`config.mk`:
```
export PLATFORM = sky130hd
export DESIGN_NAME = sgd_accum
export DESIGN_NICKNAME = d
export VERILOG_FILES = /design/src/sv/sgd_pkg.sv /design/src/sv/sgd_accum.sv
export SDC_FILE = /design/constraint.sdc
export NUM_CORES = 1
export LEC_CHECK = 0
export BUFFER_PORTS_ARGS = -buffer_cell sky130_fd_sc_hd__buf_2
export CAP_MARGIN = 20
export CORE_MARGIN = 5
export CORE_UTILIZATION = 33
export CTS_BUF_LIST = sky130_fd_sc_hd__clkbuf_2 sky130_fd_sc_hd__clkbuf_4 sky130_fd_sc_hd__clkbuf_8
export DETAILED_ROUTE_END_ITERATION = 16
export PLACE_DENSITY = 0.67
export SLEW_MARGIN = 20
export SYNTH_ARGS = -nofsm -noshare
export SYNTH_HDL_FRONTEND = slang
export SYNTH_SLANG_ARGS = --single-unit
```
`constraint.sdc`:
```
create_clock -name clk -period 6.4 [get_ports clk]
set_input_delay 0.64 -clock clk [delete_from_list [all_inputs] [get_ports clk]]
set_output_delay 0.64 -clock clk [all_outputs]
set_load 0.005 [all_outputs]
```
`src/sv/sgd_pkg.sv`:
```
package sgd_pkg;

  // Widths fixed by the register map and the result format.
  localparam int COEF_W       = 18;
  localparam int COEF_REGS    = 4;
  localparam int FRAC_BITS    = 16;
  localparam int VALUE_W      = 32;
  localparam int HALF_ORDER_W = 3;
  localparam int CFG_INDEX_W  = 3;
  localparam int CFG_DATA_W   = COEF_W;

  // One stencil coefficient, signed Q1.16.
  typedef logic signed [COEF_W-1:0] coef_t;

  // Register indexes on the configuration port.
  typedef enum logic [CFG_INDEX_W-1:0] {
    REG_HALF_ORDER  = 3'd0,
    REG_COEF_FIRST  = 3'd1,
    REG_COEF_SECOND = 3'd2,
    REG_COEF_THIRD  = 3'd3,
    REG_COEF_FOURTH = 3'd4
  } cfg_reg_t;

endpackage

```
`src/sv/sgd_accum.sv`:
```
module sgd_accum #(
  parameter int MAX_HALF_ORDER = 4,
  parameter int SAMPLE_BITS    = 24,
  localparam int PROD_W        = sgd_pkg::COEF_W + SAMPLE_BITS + 1
) (
  input  logic                                  clk,
  input  logic                                  rst_n,
  input  logic                                  p2_valid,
  input  logic [sgd_pkg::VALUE_W-1:0]           p2_prior,
  input  logic [MAX_HALF_ORDER-1:0][PROD_W-1:0] p2_prod,
  output logic                                  p2_ready,
  output logic                                  out_valid,
  input  logic                                  out_ready,
  output logic [sgd_pkg::VALUE_W-1:0]           out_value,
  output logic                                  out_clipped
);

  localparam int ACC_W = PROD_W + $clog2(MAX_HALF_ORDER) + 1;
  localparam int SUM_W = ACC_W + 1;
  localparam int VW    = sgd_pkg::VALUE_W;

  logic                    valid_r;
  logic [VW-1:0]           value_r, value_nxt;
  logic                    clip_r, clip_nxt;
  logic signed [ACC_W-1:0] acc, rounded;
  logic signed [SUM_W-1:0] total;
  logic                    load;

  assign p2_ready = !valid_r || out_ready;
  assign load     = p2_valid && p2_ready;

  // Sum the lane products exactly in Q.16.
  always_comb begin
    acc = '0;
    for (int j = 0; j < MAX_HALF_ORDER; j++) begin
      acc = acc + ACC_W'($signed(p2_prod[j]));
    end
  end

  // Round to nearest with ties upward, add the prior value, then saturate.
  always_comb begin
    rounded = (acc + ACC_W'(1 << (sgd_pkg::FRAC_BITS - 1))) >>> sgd_pkg::FRAC_BITS;
    total   = SUM_W'(rounded) + SUM_W'($signed(p2_prior));
    if (total[SUM_W-1:VW-1] == '0 || total[SUM_W-1:VW-1] == '1) begin
      value_nxt = total[VW-1:0];
      clip_nxt  = 1'b0;
    end else begin
      value_nxt = total[SUM_W-1] ? {1'b1, {(VW-1){1'b0}}} : {1'b0, {(VW-1){1'b1}}};
      clip_nxt  = 1'b1;
    end
  end

  always_ff @(posedge clk) begin
    if (!rst_n) begin
      valid_r <= 1'b0;
    end else if (p2_ready) begin
      valid_r <= p2_valid;
    end
  end

  always_ff @(posedge clk) begin
    if (load) begin
      value_r <= value_nxt;
      clip_r  <= clip_nxt;
    end
  end

  assign out_valid   = valid_r;
  assign out_value   = value_r;
  assign out_clipped = clip_r;

endmodule

```
# --- Word-level counts from Yosys, hierarchy flattened ---
# Cells that the tools add are included.
totals:
  ff_bits: 34
  inputBits: 208
  out_inout_bits: 35
  word_cells: 17
op_classes:
  n_addsub: 5
  eq_ne: 1
  muxes: 3
  reduce_logical: 5
ops:
  columns: ["cell", "count"]
  rows:
  - ["$mux 32", 2]
  - ["$add 45x43->46", 1]
  - ["$add 46x17->46 const B", 1]
  - ["$add 44x43->45", 1]
  - ["$add 43x43->44", 1]
  - ["$add 30x32->33", 1]
  - ["$eq 16x16->1 const B", 1]
  - ["$logic_not 16->1", 1]
  - ["$logic_or 1x1->1", 2]
  - ["$logic_and 1x1->1", 1]
  - ["$logic_not 1->1", 1]
  - ["$mux 1", 1]

# --- Logic depth before layout (Yosys ltp) ---
depth:
  depth_word: 8
  ltp_mapped: 30
  mapped_depth_nobuf: 27

# --- Worst setup path before layout ---
# No wires, ideal clock.
synth_path:
  kind: "input-to-reg"
  from: "in p2_prod[14] in the netlist's numbering"
  to: "reg value_r[13] (netlist: out_value[13]) (data pin)"
  setup_ns: 0.270
  arrival_time_ns: 6.304
  required_time_ns: 6.130
  slack_ns: -0.174
  cell_stages: 26
  path_buffers: 2
  path_cell_list: "inv_1 fa_1 inv_1 fa_1 fa_1 ha_1 a21oi_1 nand2_1 a221oi_1 nand3_1 o211a_1 o21ai_0 a21boi_0 o21a_1 nor2_1 xnor2_1 ha_1 and3_1 buf_1 a311o_1 a221o_1 a41oi_2 o21ai_0 nor2_1 buf_2 a21oi_1"
synth_between:
  elab_chain_cells: 8
  word_cells_on_any_way: 10
  classes_between: "add/sub: 5; eq/ne: 1; mux: 2; reduce/logical: 2"
synth_rtl:
  columns: ["item", "line_no", "rtl"]
  rows:
  - ["start, declared", "sgd_accum.sv:10", "input logic [MAX_HALF_ORDER-1:0][PROD_W-1:0] p2_prod,"]
  - ["$add 43x43->44 *", "sgd_accum.sv:36", "acc = acc + ACC_W'($signed(p2_prod[j]));"]
  - ["$add 44x43->45 *", "sgd_accum.sv:36", null]
  - ["$add 45x43->46 *", "sgd_accum.sv:36", null]
  - ["$add 46x17->46 *", "sgd_accum.sv:42", "rounded = (acc + ACC_W'(1 << (sgd_pkg::FRAC_BITS - 1))) >>> sgd_pkg::FRAC_BITS;"]
  - ["$add 30x32->33 *", "sgd_accum.sv:43", "total = SUM_W'(rounded) + SUM_W'($signed(p2_prior));"]
  - ["$eq 16x16->1 or $logic_not 16->1 (tied branches)", "sgd_accum.sv:44", "if (total[SUM_W-1:VW-1] == '0 || total[SUM_W-1:VW-1] == '1) begin"]
  - ["$logic_or 1x1->1", "sgd_accum.sv:44", null]
  - ["$mux 32 *", "sgd_accum.sv:44", null]
  - ["named net value_nxt[13]", "sgd_accum.sv:23", "logic [VW-1:0] value_r, value_nxt;"]
  - ["end signal, assigned", "sgd_accum.sv:63", "value_r <= value_nxt;"]
  - ["end, declared", "sgd_accum.sv:23", null]
# Mark *: on every way through the listed nets, which the timed path passes. The rest lies on a longest branch.
# A chain may end at the register's enable or synchronous reset.

# --- Worst setup path after layout ---
layout_path:
  from: "in p2_prod[100] in the netlist's numbering"
  to: "reg value_r[30] (netlist: out_value[30]) (data pin)"
layout_between:
  elab_chain_cells: 7
  word_cells_on_any_way: 9
  classes_between: "add/sub: 4; eq/ne: 1; mux: 2; reduce/logical: 2"
layout_rtl:
  columns: ["item", "line_no"]
  rows:
  - ["$add 44x43->45 *", "sgd_accum.sv:36"]
  - ["$add 45x43->46 *", "sgd_accum.sv:36"]
  - ["$add 46x17->46 *", "sgd_accum.sv:42"]
  - ["$add 30x32->33 *", "sgd_accum.sv:43"]
  - ["$eq 16x16->1 or $logic_not 16->1 (tied branches)", "sgd_accum.sv:44"]
  - ["$logic_or 1x1->1", "sgd_accum.sv:44"]
  - ["$mux 32 *", "sgd_accum.sv:44"]
  - ["named net value_nxt[30]", "sgd_accum.sv:23"]
# Marked as above.

==> summary.md <==
| Metric | Value |
|---|---|
| Seq/Total Area, Yosys | `0.133` |
| Most frequent cells in the layout | `buf_2, inv_1, buf_4` |
| Switching share of power | `0.450` |
| Nets@finish | `roughly 1700` |
| Post-synth EDFFs | `33` |
| Int Power | `4.01 mW` |
| Crit path max fanout | `4` |
| Synth Register Bits | `34` |
| Slew Viols, Final | `0` |
| Post-Synthesis Net Count | `1263` |
| Largest net degree at the start of global routing | `34` |
| Relative slew margins | `0.703` |
| WL final | `about 22000 µm` |
| Vias | `roughly 7300` |
| Die Span Y | `roughly 160 µm` |
| Vias in the first global route | `about 7600` |
| Vias/cell | `4.72` |
| Antenna violations before repair | `5` |
| I/O pin total | `243` |
| Gate power share | `0.895` |
| CP endpoint kind | `register` |
| Most common cell after layout, fill and taps aside | `buf_2` |
| Post-Layout Cell Count | `1549` |
| Lkg Pwr | `5.86 nW` |
| Worst EP required | `between 6 and 7 ns` |
| Maximum vdd drop | `0.000354 V` |
| DP Cell Count | `1519` |
| Core ar. | `22600 µm²` |
| CTS root buffer | `clkbuf_8` |
| Final ANT Viol Nets | `0` |
| CTS buffer count | `5` |
| TritonRoute pass-1 iters | `4` |
| GRT Overall Usage | `0.158` |
| GRT overflow | `0` |
| Port-buffer cells | `242` |
| First-pass GRT wire length | `around 35000 µm` |
| Switching power | `3.28 mW` |
| Pwr Total | `7.29 mW` |
| Warnings from Yosys | `0` |
| Hold Fails Final Rpt | `0` |
| Gate Count Post-Synth | `~850` |
| PwrDens | `655 nW/µm²` |
| Async SR Flop Fraction | `0` |
| Outcome | `complete, no violations` |
| Initial core utilization | `0.335` |
| Layout cells sized above 1 | `0.416` |
| Clock sink count | `34` |
| Hpwl dp | `19200 µm` |
| Clk pin slew, worst setup/hold paths | `0.07 ns` |
| P&R area growth vs syn | `46.9%` |
| Post-route setup slack | `0.0611 ns` |
| Clock skew | `0.00913 ns` |
| Max-Cap Viols | `0` |
| Cell Area, Synth | `7580 µm²` |
| Tmin final | `between 6 and 7 ns` |
| Worst Tran Pin Value | `between 0.4 and 0.5 ns` |
| Hold-fix buffers at CTS | `0` |
| Worst hold path type | `register to register` |
| Clock share of power | `0.021` |
| Syn_area_per_cell | `8.90 µm²` |
| FP Rows | `55` |
| Kind of critical path | `primary input to register` |
| Final setup viols | `0` |
| Fin crit share | `0.990` |
| Die area | `26100 µm²` |
| Crit path DAT | `6.44 ns` |
| Fmax | `158 MHz` |
| Netlist cell types | `66` |
| Initial drt markers | `202` |
| Flop pwr share | `0.084` |
| CP Launch Type | `primary input` |
| Die Wd | `162 µm` |
| RSZ-0062 raised after global routing | `yes` |
| Worst-skew pair later-pin latency | `0.28 ns` |
| Max Buffers Root-to-Sink | `2` |
| Setup slack at placement | `-0.438 ns` |
| H-tree levels | `2` |
| Wire per inst | `14.2 µm` |
| Predominant post-synthesis flop cell | `edfxtp_1` |
| Routability cong. | `between 0.8 and 0.9` |
| DRC violations left | `0` |
| CTS tree | `done` |
[sequential cells by signal, indices dropped and copies added, names as in the netlist]
signal       flops
out_value       32
out_valid        1
out_clipped      1
[worst max-delay path, cell delays in order]
cell      delay [ns]
buf_6           0.07
inv_2           0.03
fa_2            0.56
inv_2           0.04
fa_2            0.52
ha_1            0.24
ha_1            0.35
and4_1          0.25
a221oi_4        0.30
nand3_4         0.16
a21oi_4         0.20
o21ba_4         0.17
nor2b_1         0.04
nor2_1          0.12
xnor2_1         0.08
ha_1            0.35
buf_6           0.14
o21a_1          0.09
o31a_1          0.12
o41a_1          0.37
o41ai_2         0.36
or4b_4          0.22
a31oi_4         0.09
a311o_1         0.40
and4_4          0.21
o41ai_2         0.30
[metal layers]
metal	vias up	part of all wire	GRT usage	routed length [µm]
met4	8	0.0065	0.0182	142
met3	18	0.063	0.0291	1380
met2	204	0.49	0.283	10900
li1	3701	-	-	-
met1	3382	0.43	0.206	9550
met5	-	0.0023	0	50
[final cells by class]
cell class / instances / area (µm²)
repair buffers: 419 / 2620
inverters: 187 / 702
flip-flops and latches: 34 / 1010
multi-input cells: 615 / 6350
clock buffers: 6 / 76.3
well taps: 285 / 357
fillers: 2180 / 11500
clock inverters: 2 / 8.76
diodes: 1 / 2.50
[logic make-up after synthesis]
group                    after synthesis  share of synthesized area
adder cells (fa/ha/maj)              205                      0.424
AO/OA/AOI/OAI                        214                      0.182
buffers and inverters                202                      0.101
AND/OR/NAND/NOR                      142                     0.0953
XOR/XNOR                              54                     0.0634
flip-flops                            34                      0.133
[power groups by stage]
stage	Combinational, mW	Clock (mW)	Sequential [mW]
5_1_grt	7.20	0.167	0.619
3_3_place_gp	5.57	0	0.616
4_1_cts	5.79	0.156	0.613
3_5_place_dp	5.62	0	0.616
2_1_floorplan	3.25	0	0.621
6_report	6.53	0.153	0.609
[synth_stat cells (all sizes together), types with 4 or more instances]
| cell | instances | area [µm²] |
|---|---|---|
| a211o | 5 | 43.8 |
| nor2 | 40 | 150 |
| nor3 | 10 | 50.1 |
| a21o | 29 | 219 |
| a21oi | 74 | 378 |
| inv | 187 | 702 |
| xor2 | 23 | 209 |
| nand4 | 8 | 50.1 |
| o21a | 6 | 45.0 |
| nor2b | 8 | 57.6 |
| and2 | 5 | 31.3 |
| fa | 87 | 1740 |
| a21boi | 5 | 37.5 |
| clkbuf | 10 | 37.5 |
| nand3 | 14 | 70.1 |
| and3 | 5 | 31.3 |
| nand2b | 7 | 43.8 |
| edfxtp | 33 | 991 |
| nand2 | 29 | 109 |
| a211oi | 8 | 60.1 |
| a31oi | 5 | 31.3 |
| ha | 117 | 1460 |
| xnor2 | 31 | 272 |
| and4 | 4 | 37.5 |
| o21ai | 46 | 230 |
| buf | 5 | 28.8 |
[stage by stage]
step | TNS [ns] | util | hold WS [ns] | cell area, µm²
after floorplan | 0 | - | 0.537 | 7610
after global placement | -8.97 | 0.455 | 0.502 | 10300
after detailed placement | -10.21 | 0.455 | 0.553 | 10300
after CTS | -0.0112 | 0.464 | 0.564 | 10500
after global routing | -1.47 | 0.492 | 0.619 | 11100
final | 0 | 0.492 | 0.554 | 11100
[worst paths after layout]
path	slack (ns)	endpoint	from	depth (start not counted)
worst max-delay path	0.06	out_value[30]	p2_prod[100]	26
worst min-delay path	0.55	out_valid	out_valid	2
worst max register to register	5.12	out_value[11]	out_valid	3
worst min register to register	0.55	out_valid	out_valid	2
[repair_timing]
| action | in CTS | in global routing |
|---|---|---|
| cloned | 0 | 3 |
| resized for setup | 20 | 99 |
| endpoints found under the setup margin | 27 | 33 |
| buffers inserted | 6 | 13 |
| pin swaps | 15 | 67 |
No activity file was read; power rests on OpenSTA's default activity.
