`src/sv/sgd_pkg.sv`:
```
package sgd_pkg;

  // Widths fixed by the register map and the result format.
  localparam int COEF_W       = 18;
  localparam int COEF_REGS    = 4;
  localparam int FRAC_BITS    = 16;
  localparam int VALUE_W      = 32;
  localparam int HALF_ORDER_W = 3;
  localparam int CFG_INDEX_W  = 3;
  localparam int CFG_DATA_W   = COEF_W;

  // One stencil coefficient, signed Q1.16.
  typedef logic signed [COEF_W-1:0] coef_t;

  // Register indexes on the configuration port.
  typedef enum logic [CFG_INDEX_W-1:0] {
    REG_HALF_ORDER  = 3'd0,
    REG_COEF_FIRST  = 3'd1,
    REG_COEF_SECOND = 3'd2,
    REG_COEF_THIRD  = 3'd3,
    REG_COEF_FOURTH = 3'd4
  } cfg_reg_t;

endpackage

```
`src/sv/sgd_window.sv`:
```
module sgd_window #(
  parameter int MAX_HALF_ORDER = 4,
  parameter int SAMPLE_BITS    = 24,
  localparam int WIN_DEPTH     = 2 * MAX_HALF_ORDER,
  localparam int M_W           = $clog2(MAX_HALF_ORDER + 1)
) (
  input  logic                                  clk,
  input  logic                                  rst_n,
  input  logic                                  in_valid,
  output logic                                  in_ready,
  input  logic [SAMPLE_BITS-1:0]                in_sample,
  input  logic [sgd_pkg::VALUE_W-1:0]           in_prior,
  input  logic                                  in_row_begin,
  input  logic [M_W-1:0]                        half_order,
  input  logic                                  nxt_ready,
  output logic                                  p1_valid,
  output logic [sgd_pkg::VALUE_W-1:0]           p1_prior,
  output logic [WIN_DEPTH-1:0][SAMPLE_BITS-1:0] window
);

  localparam int FILL_W = $clog2(WIN_DEPTH + 1);

  logic [WIN_DEPTH-1:0][SAMPLE_BITS-1:0] win_r, win_nxt;
  logic [FILL_W-1:0]                     fill_r, fill_nxt;
  logic                                  valid_r, valid_nxt;
  logic [sgd_pkg::VALUE_W-1:0]           prior_r;
  logic                                  accept;
  logic [FILL_W-1:0]                     fill_base;
  logic                                  produce;

  // A new item may enter whenever the held one leaves in the same cycle.
  assign in_ready = !valid_r || nxt_ready;
  assign accept   = in_valid && in_ready;

  // Shift the new sample in at the low end of the window.
  always_comb begin
    win_nxt[0] = in_sample;
    for (int k = 1; k < WIN_DEPTH; k++) begin
      win_nxt[k] = win_r[k-1];
    end
  end

  // Fill count restarts at a row start and saturates at the window depth.
  always_comb begin
    fill_base = in_row_begin ? '0 : fill_r;
    fill_nxt  = fill_base;
    if (int'(fill_base) < WIN_DEPTH) begin
      fill_nxt = fill_base + FILL_W'(1);
    end
    produce = int'(fill_nxt) >= 2 * int'(half_order);
  end

  // The held item stays until the product stage takes it.
  always_comb begin
    valid_nxt = valid_r;
    if (accept) begin
      valid_nxt = produce;
    end else if (nxt_ready) begin
      valid_nxt = 1'b0;
    end
  end

  always_ff @(posedge clk) begin
    if (!rst_n) begin
      fill_r  <= '0;
      valid_r <= 1'b0;
    end else begin
      valid_r <= valid_nxt;
      if (accept) begin
        fill_r <= fill_nxt;
      end
    end
  end

  // Sample taps and the prior value carry no reset.
  always_ff @(posedge clk) begin
    if (accept) begin
      win_r   <= win_nxt;
      prior_r <= in_prior;
    end
  end

  assign p1_valid = valid_r;
  assign p1_prior = prior_r;
  assign window   = win_r;

endmodule

```
`config.mk`:
```
export PLATFORM = sky130hd
export DESIGN_NAME = sgd_window
export DESIGN_NICKNAME = d
export VERILOG_FILES = /design/src/sv/sgd_pkg.sv /design/src/sv/sgd_window.sv
export SDC_FILE = /design/constraint.sdc
export NUM_CORES = 1
export LEC_CHECK = 0
export BUFFER_PORTS_ARGS = -buffer_cell sky130_fd_sc_hd__buf_2
export CORE_ASPECT_RATIO = 0.75
export CORE_MARGIN = 3
export CORE_UTILIZATION = 53
export CTS_BUF_LIST = sky130_fd_sc_hd__clkbuf_4 sky130_fd_sc_hd__clkbuf_8
export CTS_CLUSTER_DIAMETER = 150
export DETAILED_ROUTE_END_ITERATION = 8
export GPL_ROUTABILITY_DRIVEN = 0
export GPL_TIMING_DRIVEN = 0
export PLACE_DENSITY = 0.87
export SETUP_SLACK_MARGIN = 0.2
export SLEW_MARGIN = 40
export SYNTH_ARGS = -nofsm -noshare
export SYNTH_HDL_FRONTEND = slang
export SYNTH_SLANG_ARGS = --single-unit
```
`constraint.sdc`:
```
create_clock -name clk -period 17.6 [get_ports clk]
set_input_delay 0.88 -clock clk [delete_from_list [all_inputs] [get_ports clk]]
set_output_delay 0.88 -clock clk [all_outputs]
set_load 0.1 [all_outputs]
```
After elaboration in Yosys (flattened, before gate mapping) --
Index checks and enable logic that the tools add are counted.
Operators by class: magnitude comparators 2, add/sub/neg operators 1, mux-type cells 4, reductions and logical operators 4
Operator list (count):
- $mux 4 | 2
- $add 4x1->4 const B | 1
- $ge 4x4->1 | 1
- $lt 4x4->1 const B | 1
- $mux 1 | 2
- $reduce_bool 2->1 | 1
- $logic_and 1x1->1 | 1
- $logic_not 1->1 | 1
- $logic_or 1x1->1 | 1
Word-level totals: logic and storage cells 22, output and inout port bits 226, register bits after elaboration 229, input bits 64

Depth between registers and ports, before layout --
Gate-level depths: netlist of the first run.
word-level depth 5, depth in mapped cells 7, depth with buffers taken out 7

Worst setup path after synthesis of the first run --
OpenSTA, ideal clock, no wires.
kind register to register, start register valid_r, in the netlist p1_valid, end register fill_r[3], cell stages (with the launch flop) 4, data arrival time 11078 ps, slack 6422 ps, cell sequence dfxtp_1 > nor2b_4 > nor2_1 > a31o_2
Between the ends: cells in the longest elaborated chain, start to end 3
Ends and longest elaborated chain:
- start, declared | line sgd_window.sv:25 | logic valid_r, valid_nxt;
- start signal, assigned | line sgd_window.sv:68 | valid_r <= valid_nxt;
- $logic_not 1->1 | line sgd_window.sv:32 | assign in_ready = !valid_r || nxt_ready;
- $logic_or 1x1->1 | line sgd_window.sv:32
- $logic_and 1x1->1 | line sgd_window.sv:33 | assign accept = in_valid && in_ready;
- named net accept | line sgd_window.sv:27 | logic accept;
- end signal, assigned | line sgd_window.sv:70 | fill_r <= fill_nxt;
- end, declared | line sgd_window.sv:24 | logic [FILL_W-1:0] fill_r, fill_nxt;
The timed path passes the listed nets, and every way through them passes these cells. A chain may end at the register's enable or synchronous reset.

Worst setup path in the final report of the first run --
start input nxt_ready, end output in_ready
Between the ends: cells in the longest elaborated chain, start to end 1
Ends and longest elaborated chain:
- start, declared | line sgd_window.sv:15 | input logic nxt_ready,
- $logic_or 1x1->1 | line sgd_window.sv:32
- end, declared | line sgd_window.sv:10 | output logic in_ready,
No other way between the ends.

==> metrics.txt, run 1 <==
CORE AREA 12700 um^2; first-pass GRT wire length 23.3 mm; final setup fails 0; initial drt markers 229; Vias 3865; Net Count, Synth 337; VDD IR max 79.6 uV; Synth top area share 0.945; largest cells by area after synthesis edfxtp_1 95%, dfxtp_1 1.4%, ha_1 0.53%; Critical Path Fanout Max 6; top-count cell post-synth edfxtp_1; I/O pin cnt 290; Port Buffers 289; adder-cell area share of the yosys netlist 0.00527; leakage power 0.00394 uW; clock sinks 229; Total Routing Usage GR 0.203; CP required 16720 ps; pwr/cell area 137 nW/um^2; dominant synthesized flop cell edfxtp_1; sequential share of the synthesized area 0.959; met3 Track Usage GR 0.0616; top cells by count, synth 224 x edfxtp_1, 5 x dfxtp_1, 5 x inv_1; CTS-repair resized insts 0; Synth Area in Compound Gates 0.0113; post-route ant nets 0; max_slew headroom 0.614; filler cell count 753; Max Freq 404 MHz; status complete, no violations; Synth Area in Simple Gates 0.0186; maxcap violations 0; Post-Synth XOR/XNOR Area 0.00246; GRT Max-Usage Layer met2; vias in the first global route 4091; internal reg-to-reg setup slack 15410 ps; Initial Util 0.560; RSZ-0062 raised after global routing false; die area 14900 um^2; Cell Area, Synth 7120 um^2; CP Capture Type output port; Post-synth EDFFs 224; vias per cell 4.91; CP Cell Sequence buf_2 > nor2b_4 > inv_2 > buf_2; Detailed Place HPWL 11.4 mm; Setup Fix Bufs, Post-CTS 0; GR Layer Usage met1 0.229; First-pass DRT Iterations 4; Critical Path AT 1600 ps; cell taking the most area after synthesis edfxtp_1; min-delay worst type flop to flop; CTS root buf clkbuf_8; Crit Path Class primary input to output port; Worst-Skew Late Latency 470 ps; Rows 35; H-tree Lvls 2; CTS clock-pin slew for the worst setup and hold paths 60 ps; synthesis-to-finish area growth 35.2%; chip width 140 um; diode count 0; multiplexer share of the synthesized area 0; Yosys reg bits 229; max incr delay on CP 440 ps; Clock Skew 14.6 ps; final hold vios 0; initial antenna violation count 0; largest family of logic cells by synthesized area simple AND/OR/NAND/NOR gates; post-synthesis cell type count 26; final period utilization 0.141; WL/cell 19.5 um; # hold bufs at CTS 0; CTS tree done; Finished Layout Cells 787; largest net degree at the start of global routing 26; M2 GR Usage 0.363; Final Util 0.757; Critical-path top delay cell buf_2; drt drc 0; Final Slew Violations 0; Die Ht 106 um; synthesis warning total 0; Setup crit start kind primary input; Clock Path Buffers 3; Final min period 2480 ps; GRT overflow 0; most used cell, CP buf_2; Routed WL 15.3 mm; minimum hold slack 433 ps; fraction of layout cells with a size suffix above 1 0.570; # nets final 674; syn_area_per_cell 26.4 um^2; dpl cells 736; CTS buffer count 35; setup TNS 0 ps; Synth Instances 270; Async SR Flop Fraction 0; Total Power 1320 uW; Tightest Pin Transition 577 ps
per-stage QoR:
stage	cell area [um^2]	setup slack [ps]
detailed placement	9030	14680
CTS	9620	15140
finish	9620	15120
global placement	8770	3780
floorplan	7120	6420
global route	9620	15050
power by group:
group | total, uW | switching (uW) | internal (uW) | leakage, uW
logic | 288 | 255 | 32.7 | 0.00140
clock network | 378 | 174 | 203 | 0.000313
registers | 653 | 14.4 | 638 | 0.00223
registers in the layout, indices dropped and copies added (netlist names):
name	flops
fill_r	4
window	192
p1_valid	1
p1_prior	32
cells by family after synthesis:
logic type	Yosys count
flip-flops	229
AND/OR/NAND/NOR	18
AO/OA/AOI/OAI	12
buffers and inverters	6
adder cells (fa/ha/maj)	3
XOR/XNOR	2
area by class of cell:
type	instances	area [um^2]	share of cell area
Multi-Input combinational cell	35	275	0.0286
Sequential cell	229	6830	0.710
Clock buffer	43	554	0.0576
Inverter	6	22.5	0.00234
Clock inverter	8	33.8	0.00351
Timing Repair Buffer	300	1700	0.177
Tap cell	166	208	0.0216
path summary, 6_finish.rpt:
path | cells after the start | to | start
setup reg to reg | 7 | window[166]$_DFFE_PP_ | p1_valid$_SDFFE_PN0P_
hold / removal | 0 | window[35]$_DFFE_PP_ | window[11]$_DFFE_PP_
setup / recovery | 4 | in_ready | nxt_ready
hold reg to reg | 0 | window[35]$_DFFE_PP_ | window[11]$_DFFE_PP_
critical path, delay by kind of cell:
kind	cells	cell delay (ps)
and+or+nand+nor	1	60
buffers and inverters	3	660
metal layers:
metal  wire [um]  share of wire
met4         484          0.032
met2        8290           0.54
met3        1170          0.076
met1        5380           0.35
met5           0              0
layout by cell type, fill, tap and decap left out, types with 4 or more instances in the layout:
cell and n:
clkbuf_4 6, buf_16 7, buf_2 289, edfxtp_1 224, buf_8 4, dfxtp_1 5
clkbuf_8 37, inv_1 5, clkinv_1 5
Note: power is estimated with default switching activity, not from simulation.
==> run 2, diff against run 1 <==
Settings changed: ABC_AREA set to 1, CORE_UTILIZATION 53 to 45, PLACE_DENSITY 0.87 to 0.78.
Clock period 17.6 ns to 2.23 ns, I/O delays scaled along.
==> metrics.txt, run 2 <==
CP Capture Type flop; area occupied by registers 6830 um^2; vias per cell 4.52; Async SR Flop Fraction 0; Net Count, Synth 347; top-count cell post-synth edfxtp_1; status complete, no violations; Setup crit start kind flop; Routed WL 16.3 mm; Worst Hold Depth 7; final period utilization 0.845; Hold EP p1_valid$_SDFFE_PN0P_; GRT overflow 0; top cells by count, synth 224 x edfxtp_1, 14 x nand2_1, 11 x inv_1; Critical Path Fanout Max 20; max_slew headroom 0.657; pwr/cell area 1080 nW/um^2; CTS root buf clkbuf_8; Final Slew Violations 0; drt drc 0; final setup fails 0; cell taking the most area after synthesis edfxtp_1; diode count 0; Die Ht 115 um; CP required 2400 ps; I/O pin cnt 290; most frequent cells in the layout 289 x buf_2, 224 x edfxtp_1, 60 x dlygate4sd3_1; Yosys reg bits 229; Final min period 1880 ps; sequential share of the synthesized area 0.963; Crit Path Class flop to flop; CORE AREA 15300 um^2; post-route ant nets 0; VDD IR max 515 uV; final hold vios 0; synthesis warning total 0; min-delay src half_order[0]; Rows 39; first-pass GRT wire length 23.6 mm; syn_area_per_cell 25.3 um^2; Synth top area share 0.949; CTS clock-pin slew for the worst setup and hold paths 60 ps; Multi-input gate area 218 um^2; Synth Instances 280; R2R cell count 6; Vias 4109; WL/cell 17.9 um; setup TNS 0 ps; pre-CTS WS 209 ps; die area 17300 um^2; First-pass DRT Iterations 4; Clock Path Buffers 3; filler cell count 1042; synthesis-to-finish area growth 45.3%; Total Routing Usage GR 0.177; Clock Skew 22.8 ps; H-tree Lvls 2; max reg flops 192; Total Power 11100 uW; min-delay worst type primary input to flop; initial antenna violation count 0; Cell Area, Synth 7090 um^2; fraction of layout cells with a size suffix above 1 0.522; dominant synthesized flop cell edfxtp_1; Final WS setup 346 ps; clock sinks 229; Detailed Place HPWL 11.1 mm; largest net degree at the start of global routing 22; vias in the first global route 4234; internal reg-to-reg setup slack 350 ps; reg-to-reg critical path endpoint window[182]$_DFFE_PP_; CTS tree done; Tightest Pin Transition 519 ps; maxcap violations 0; leakage power 0.00427 uW; commonest non-fill, non-tap cell in the layout buf_2; chip width 151 um; post-route design area 10300 um^2; # nets final 748; Port Buffers 289; post-synthesis cell type count 16; largest cells by area after synthesis edfxtp_1 95%, dfxtp_1 1.4%, nand2_1 0.74%; R2R Path Start p1_valid$_SDFFE_PN0P_; Initial Util 0.463; initial drt markers 226; RSZ-0062 raised after global routing false; CTS buffer count 35; Max Freq 531 MHz; Placed Area 8990 um^2; Critical Path AT 2060 ps; Worst-Skew Late Latency 480 ps; Post-synth EDFFs 224
run 2: cell count changes after synthesis, moves of 2 or more:
| cell | previous run | this run |
|---|---|---|
| inv_1 | 5 | 11 |
| nand2_1 | 3 | 14 |
| nand3_1 | 0 | 3 |
| nor2_1 | 4 | 6 |
| nor2b_4 | 2 | 0 |
| xor2_1 | 2 | 0 |
run 2: logic make-up after synthesis:
group	after synthesis	synth area share
buffers and inverters	12	0.00635
AND/OR/NAND/NOR	26	0.0155
AO/OA/AOI/OAI	10	0.00988
flip-flops	229	0.963
adder cells (fa/ha/maj)	3	0.00530
run 2: routing by layer:
layer	global-route usage	vias up	share of wire
li1	-	1905	-
met1	0.202	1981	0.36
met2	0.324	192	0.54
met3	0.0479	31	0.075
met4	0.0628	0	0.022
met5	0	-	0
run 2: worst max path at each step:
stage,startpoint,endpoint,slack [ps],cells past startpoint
2_1_floorplan,p1_valid$_SDFFE_PN0P_,fill_r[0]$_SDFFE_PN0P_,-2730,3
3_3_place_gp,p1_valid$_SDFFE_PN0P_,fill_r[0]$_SDFFE_PN0P_,-3640,3
3_5_place_dp,p1_valid$_SDFFE_PN0P_,window[182]$_DFFE_PP_,210,6
4_1_cts,p1_valid$_SDFFE_PN0P_,window[182]$_DFFE_PP_,210,6
5_1_grt,p1_valid$_SDFFE_PN0P_,window[187]$_DFFE_PP_,280,6
6_report,p1_valid$_SDFFE_PN0P_,window[182]$_DFFE_PP_,350,6
run 2: area by class of cell:
type / count / share of cell area
clock buffers: 54 / 0.0618
clock inverters: 7 / 0.00547
inverters: 12 / 0.00437
multi-input cells: 39 / 0.0211
flip-flops and latches: 229 / 0.663
well taps: 205 / 0.0249
repair buffers: 364 / 0.219
run 2: power by group:
part | switching, uW | internal (uW) | leakage [uW] | total, uW
Clock | 1460 | 1930 | 0.000375 | 3390
Sequential | 127 | 5070 | 0.00223 | 5200
Combinational | 2180 | 333 | 0.00167 | 2520
Total | 3770 | 7330 | 0.00427 | 11100
run 2: worst max-delay path, stage by stage (launching register included):
cell and delay, ps:
dfxtp_4 350, a21boi_4 190, buf_8 210, buf_8 210, buf_8 200, buf_8 200, buf_8 200
run 2: per-stage QoR:
step                      cells  utilization  hold WS, ps
after floorplan             280            -          210
after global placement      774        0.574          289
after detailed placement    787        0.587          290
after CTS                   908        0.671          167
after global routing        910        0.672          211
final                       910        0.672          188
run 2: repair_timing:
item | 4_1_cts | 5_1_grt
hold endpoints to repair | 60 | 0
setup endpoints to repair | 0 | 20
buffers inserted | 0 | 2
gates resized for setup | 0 | 0
hold buffers | 60 | 0
==> run 3, diff against run 2 <==
Settings changed: CORE_UTILIZATION 45 to 49, PLACE_DENSITY 0.78 to 0.81.
Clock period 2.23 ns to 1.9 ns, I/O delays scaled along.
==> metrics.txt, run 3 (synthesis gave the netlist of run 2 again) <==
Final min period 1670 ps; min-delay worst type primary input to flop; H-tree Lvls 2; min-delay src in_row_begin; Hold EP fill_r[2]$_SDFFE_PN0P_; Die Ht 110 um; clock sinks 229; Final WS setup 232 ps; RSZ-0062 raised after global routing true; First-pass DRT Iterations 5; first-pass GRT wire length 24.0 mm; final setup fails 0; GRT overflow 0; R2R Path Start fill_r[0]$_SDFFE_PN0P_; final period utilization 0.878; setup TNS 0 ps; Crit Path Class flop to flop; CORE AREA 13900 um^2; VDD IR max 783 uV; CTS clock-pin slew for the worst setup and hold paths 60 ps; status complete, no violations; commonest non-fill, non-tap cell in the layout buf_2; Critical Path AT 2080 ps; diode count 0; initial drt markers 302; vias per cell 4.66; filler cell count 805; largest net degree at the start of global routing 21; post-route ant nets 0; Port Buffers 289; CP required 2310 ps; I/O pin cnt 290; max reg flops 192; Routed WL 16.9 mm; Critical Path Fanout Max 4; Detailed Place HPWL 11.1 mm; Initial Util 0.509; Tightest Pin Transition 526 ps; CTS root buf clkbuf_8; area occupied by registers 6830 um^2; reg-to-reg critical path endpoint p1_valid$_SDFFE_PN0P_; most frequent cells in the layout 289 x buf_2, 224 x edfxtp_1, 60 x dlygate4sd3_1; drt drc 0; fraction of layout cells with a size suffix above 1 0.538; Placed Area 9020 um^2; WL/cell 18.5 um; chip width 145 um; Clock Skew 16.4 ps; initial antenna violation count 0; Rows 37; Total Routing Usage GR 0.201; Final Util 0.754; CTS tree done; post-route design area 10500 um^2; CP Capture Type flop; leakage power 0.00437 uW; die area 16000 um^2; R2R cell count 11; Setup crit start kind flop; max_slew headroom 0.652; CTS buffer count 35; vias in the first global route 4379; Worst Hold Depth 6; internal reg-to-reg setup slack 230 ps; # nets final 762; minimum hold slack 91.5 ps; Final Slew Violations 0; final hold vios 0; pwr/cell area 1230 nW/um^2; pre-CTS WS -267 ps; synthesis-to-finish area growth 48.2%; Clock Path Buffers 3; Vias 4247; Max Freq 600 MHz; Worst-Skew Late Latency 480 ps; Multi-input gate area 239 um^2; maxcap violations 0
==> run 3: cell types whose count changed in the layout (fill, tap and decap cells not counted), moves of 2 or more <==
cell | before | now
clkinv_1 | 3 | 5
buf_12 | 0 | 8
nand2_2 | 1 | 4
clkbuf_4 | 17 | 11
buf_8 | 13 | 4
buf_4 | 2 | 11
dfxtp_1 | 4 | 1
buf_16 | 0 | 3
clkinv_2 | 3 | 5
nand2_1 | 14 | 11
dfxtp_2 | 0 | 3
==> run 3: layer usage <==
metal	global-route usage	routed length, um
met4	0.0846	545
met3	0.0505	1130
met2	0.362	9260
met1	0.229	5960
met5	0	0
==> run 3: metrics by stage <==
stage | std cells | power, uW
final | 912 | 12900
after global routing | 912 | 13300
after global placement | 764 | 9000
after detailed placement | 778 | 9080
after CTS | 908 | 12900
after floorplan | 280 | 8590
==> run 3: what timing repair did <==
item,in CTS,in global routing
resized for setup,7,12
hold buffers,60,0
gates cloned,1,1
pin swaps,1,0
endpoints found under the hold margin,61,0
setup endpoints to repair,123,66
buffers inserted,10,3
==> run 3: worst max path at each step <==
stage,start,end,cells after the start
after floorplan,p1_valid$_SDFFE_PN0P_,fill_r[0]$_SDFFE_PN0P_,3
after global placement,p1_valid$_SDFFE_PN0P_,fill_r[0]$_SDFFE_PN0P_,3
after detailed placement,p1_valid$_SDFFE_PN0P_,window[127]$_DFFE_PP_,7
after CTS,p1_valid$_SDFFE_PN0P_,window[104]$_DFFE_PP_,7
after global routing,fill_r[0]$_SDFFE_PN0P_,p1_valid$_SDFFE_PN0P_,12
final,fill_r[0]$_SDFFE_PN0P_,p1_valid$_SDFFE_PN0P_,11
==> run 3: worst max-delay path, cell delays in order (launching register included) <==
cell and delay, ps:
dfxtp_2 330, nand2_2 120, inv_1 70, a31oi_2 170
inv_1 80, ha_1 310, nand2_1 80, nor2_1 100
nand3_1 100, nand2_2 70, nand2_2 60, a21oi_2 110
==> run 3: final cells by class <==
class                      count  share of cell area
clock inverter                11             0.00500
multi-input combinational     39              0.0227
tap                          195              0.0232
inverter                      12             0.00429
sequential                   229               0.650
timing repair buffer         378               0.238
clock buffer                  48              0.0563
==> run 3: power breakdown <==
group,switching [uW],internal [uW],total [uW],leakage [uW]
clock,1720,2020,3730,0.000348
sequential,149,5950,6100,0.00223
combinational,2600,459,3050,0.00180
total,4460,8420,12900,0.00437
